File: config.mk
export PLATFORM = sky130hd
export DESIGN_NAME = qvr_round
export DESIGN_NICKNAME = d
export VERILOG_FILES = /design/src/hw/rtl/qvr_pkg.sv /design/src/hw/rtl/qvr_round.sv
export SDC_FILE = /design/constraint.sdc
export NUM_CORES = 1
export LEC_CHECK = 0
export ABC_AREA = 0
export BUFFER_PORTS_ARGS = -buffer_cell sky130_fd_sc_hd__buf_4
export CORE_AREA = 4 4 92 94
export CTS_CLUSTER_DIAMETER = 60
export DETAILED_ROUTE_END_ITERATION = 10
export DIE_AREA = 0 0 96 98
export PLACE_DENSITY = 0.74
export SLEW_MARGIN = 20
export SYNTH_ARGS = -nofsm -noshare
export SYNTH_HDL_FRONTEND = slang
export SYNTH_SLANG_ARGS = --single-unit
export TNS_END_PERCENT = 50
File: constraint.sdc
create_clock -name clk -period 2.2 [get_ports clk]
set_input_delay 0.44 -clock clk [delete_from_list [all_inputs] [get_ports clk]]
set_output_delay 0.44 -clock clk [all_outputs]
set_load 0.02 [all_outputs]
File: src/hw/rtl/qvr_pkg.sv
// Shared constants and helpers for the quaternion vector rotation pipeline.
// Used by every module of the block; depends on nothing else.
`timescale 1ns / 1ps
`default_nettype none

package qvr_pkg;

  // Quaternion components are always 16-bit signed fixed point.
  localparam int QUAT_WIDTH = 16;
  localparam int QUAT_FRAC_BITS_DEF = 14;
  localparam int VEC_WIDTH_DEF = 18;

  localparam int NUM_AXES = 3;
  localparam int NUM_COEF = NUM_AXES * NUM_AXES;

  // One product of two quaternion components.
  localparam int PROD_W = 2 * QUAT_WIDTH;
  // A rotation matrix entry: a sum of four products, or twice a sum of two.
  localparam int COEF_W = PROD_W + 2;

  // Width of the per-axis accumulator. It holds the sum of three
  // coefficient-by-vector products and also the rounding half.
  function automatic int sum_width(input int frac_bits, input int vec_width);
    int prod_sum;
    int round_need;
    prod_sum   = COEF_W + vec_width + 2;
    round_need = 2 * frac_bits + 2;
    return (prod_sum > round_need) ? prod_sum : round_need;
  endfunction

endpackage

`default_nettype wire

File: src/hw/rtl/qvr_round.sv
// Output stage: drops the fraction bits, clips each axis, raises the saturation flag.
// Depends on qvr_pkg. One register stage that also serves as the output register.
`timescale 1ns / 1ps
`default_nettype none

module qvr_round #(
  parameter int QUAT_FRAC_BITS = qvr_pkg::QUAT_FRAC_BITS_DEF,
  parameter int VEC_WIDTH      = qvr_pkg::VEC_WIDTH_DEF,
  parameter int SUM_W          = qvr_pkg::sum_width(QUAT_FRAC_BITS, VEC_WIDTH)
) (
  input  logic                                   clk,
  input  logic                                   rst,
  input  logic                                   in_valid,
  output logic                                   in_ready,
  input  logic [qvr_pkg::NUM_AXES*SUM_W-1:0]     sum,
  output logic                                   out_valid,
  input  logic                                   out_ready,
  output logic [qvr_pkg::NUM_AXES*VEC_WIDTH-1:0] vec_out,
  output logic                                   saturated
);
  import qvr_pkg::*;

  localparam int SHIFT = 2 * QUAT_FRAC_BITS;
  localparam int TOP_W = SUM_W - VEC_WIDTH + 1;
  localparam logic [VEC_WIDTH-1:0] VMAX = {1'b0, {(VEC_WIDTH-1){1'b1}}};
  localparam logic [VEC_WIDTH-1:0] VMIN = {1'b1, {(VEC_WIDTH-1){1'b0}}};

  logic signed [SUM_W-1:0] shifted [NUM_AXES];
  logic [VEC_WIDTH-1:0] clip_next [NUM_AXES];
  logic [NUM_AXES-1:0] over;
  logic valid5;
  logic ready5;

  always_comb begin
    for (int a = 0; a < NUM_AXES; a++) begin
      shifted[a] = $signed(sum[a*SUM_W +: SUM_W]) >>> SHIFT;
      // The value fits when every bit from the result's sign bit upward agrees.
      over[a] = !((&shifted[a][SUM_W-1 -: TOP_W]) || !(|shifted[a][SUM_W-1 -: TOP_W]));
      if (!over[a]) begin
        clip_next[a] = shifted[a][VEC_WIDTH-1:0];
      end else if (shifted[a][SUM_W-1]) begin
        clip_next[a] = VMIN;
      end else begin
        clip_next[a] = VMAX;
      end
    end
  end

  assign ready5    = !valid5 || out_ready;
  assign in_ready  = ready5;
  assign out_valid = valid5;

  always_ff @(posedge clk) begin
    if (rst) begin
      valid5 <= 1'b0;
    end else if (ready5) begin
      valid5 <= in_valid;
    end
  end

  always_ff @(posedge clk) begin
    if (ready5) begin
      for (int a = 0; a < NUM_AXES; a++) begin
        vec_out[a*VEC_WIDTH +: VEC_WIDTH] <= clip_next[a];
      end
      saturated <= |over;
    end
  end

endmodule

`default_nettype wire

==> results.cfg <==
[status]
status = complete, no violations

[yosys]
ys_ff_latch = 56
synth_mux_area_share_pct = 0
netlist_area_um2 = 2310
yosysWarnings = 0
syn-num-nets = 310
synth_xor_area_share_pct = 0
seq_area_frac_synth_pct = 72.2
synth_top_family_by_area = compound AO/OA/AOI/OAI gates
synth_compound_area_share_pct = 19.1
synth_area_per_cell_um2 = 16.1
syn_inst = 144
yosys.area_share.simple_pct = 5.84
netlist-cell-type-count = 23
synth_fa_ha_area_share_pct = 0

[clock_tree]
clockBufferDepth = 2
postCtsSetupBuffers = 0
cts_hold_buf = 0
insertion_delay_ps = 300
cts_buffers = 5
cts_tree = yes
clkTransAtPathRegs_ps = 100
htreeDepth = 2
clkSinkCount = 56
post_cts_resized = 0
clock-root-buffer = clkbuf_8

[detailed_routing]
vias_per_cell = 4.54
wire_per_inst_um = 14.8
dr.pass1.iters = 4
drc = 0
vias = 1761
ant_nets = 0
totalWireLength_um = 5740
drt-initial-drc-count = 51

[critical_path]
crit_chain = buf_4 > nand4_1 > nor3_2 > nor3b_2 > a21o_2
crit_fanout = 17
max_stage_delay_ps = 830
path_class = in2reg
rr_worst_depth = 2
reg2reg_to = vec_out[40]
worstPathArrival_ps = 1730
cp-end-kind = register
worstReg2RegStart = out_valid
cpMaxStageDelayCell = nor3b_2
ff2ff_setup_slack_ps = 980
required_ps = 2370
start_kind = input pin

[cells_and_area]
diodes = 0
areaGrowthSynthToFinish_pct = 53.8
drive_gt1_share_pct = 60.5
final_nets = 451
layout_commonest_cell = buf_4
layout_common_cells = buf_4, edfxtp_1, a21o_1

[hold_path]
hp-class = in2reg
holdPathStages = 2
hp-start = rst
whs_endpoint = out_valid

[sta]
tightest_slew_ps = 1040
hold_viol_final = 0
slew_violations = 0
layout_min_cycle_time_ps = 1550
fin_crit_sh_pct = 70.6
slew_headroom_pct = 30.4
grt_setup_unrepaired = false
skew_ps = 9.31
fin_hold_ws_ps = 276
max_freq_ghz = 0.644
final.setup.tns_ps = 0
setup-violations-final = 0

[power_and_ir_drop]
powerDensity_nw_per_um2 = 636
p_leak_nw = 1.63
power_mw = 2.27
peakVddDrop_uv = 317

[die]
io_pins = 223
die_y_um = 98
fp.coreArea_um2 = 7650
die_width_um = 96
die_area_um2 = 9410
initial_core_util_pct = 30.3
num_rows = 32

[placed_design]
io_buffer_count = 138
dp_hpwl_um = 4550
globalplace.congestion = 0.679

[global_route]
grt_pass1_wl_um = 8490
overflow = 0
antenna_found_initial = 0
track_usage_pct = 11.7
first_global_vias = 1795
grt_max_degree = 32

[flow_run]
drv_cap = 0
## through the flow
step,std cells,instance area (um2),setup slack (ps),utilization [%]
global placement,380,3480,377,45.5
detailed placement,380,3480,331,45.5
global route,388,3560,558,46.6
finish,388,3560,646,46.6
floorplan,144,2320,486,-
CTS,388,3560,618,46.6
## worst max-delay path, delay by kind of cell
kind / cells / cell delay (ps)
AO/OA/AOI/OAI: 1 / 180
AND/OR/NAND/NOR: 3 / 990
buffers and inverters: 1 / 110
## per-layer routing
metal | vias to the layer above | track usage [%] | part of all wire [%]
met2 | 104 | 20.3 | 48
met4 | 0 | 3.61 | 1.1
li1 | 841 | - | -
met1 | 808 | 11.8 | 35
met5 | - | 0 | 0
met3 | 8 | 6.63 | 16
## cell families (layout without fill, tap and decap cells)
group / after synthesis / in the layout
DFF: 56 / 56
buffers and inverters: 11 / 153
AOI/OAI and AO/OA: 56 / 56
and+or+nand+nor: 21 / 21
## registers in the layout (all words and copies together), names as in the netlist
| register | cells |
|---|---|
| saturated | 1 |
| out_valid | 1 |
| vec_out | 54 |
## synthesized netlist by cell type, drive strengths merged
master	number	area [um2]
nor4	5	31.3
o21ai	2	17.5
edfxtp	55	1650
nor2b	1	6.26
nand3	2	10.0
a21o	51	403
buf	7	50.1
nand2	1	3.75
nand4	5	31.3
nor2	1	3.75
nor3	2	15.0
nand4b	1	8.76
clkbuf	3	11.3
nor3b	1	12.5
nand2b	2	12.5
a21oi	3	22.5
dfxtp	1	20.0
inv	1	3.75
## where the power goes
group / internal, mW / total [mW] / leakage (nW) / switching (mW)
Combinational: 0.232 / 0.450 / 1.04 / 0.218
Sequential: 1.26 / 1.28 / 0.558 / 0.0215
Clock: 0.222 / 0.536 / 0.0388 / 0.314
Total: 1.71 / 2.27 / 1.63 / 0.554
## layout make-up
| type | count | area, um2 |
|---|---|---|
| Timing Repair Buffer | 144 | 1090 |
| Tap cell | 102 | 128 |
| Clock inverter | 2 | 11.3 |
| Inverter | 1 | 3.75 |
| Clock buffer | 6 | 72.6 |
| Fill cell | 697 | 4090 |
| Multi-Input combinational cell | 77 | 581 |
| Sequential cell | 56 | 1670 |
## worst max path at each step
stage	endpoint	from	depth (start not counted)
2_1_floorplan	in_ready	out_ready	1
3_3_place_gp	vec_out[49]	sum[159]	5
3_5_place_dp	vec_out[48]	sum[159]	5
4_1_cts	in_ready	out_valid	2
5_1_grt	vec_out[49]	sum[159]	5
6_report	vec_out[48]	sum[159]	5
(Power assumes the default switching activity.)
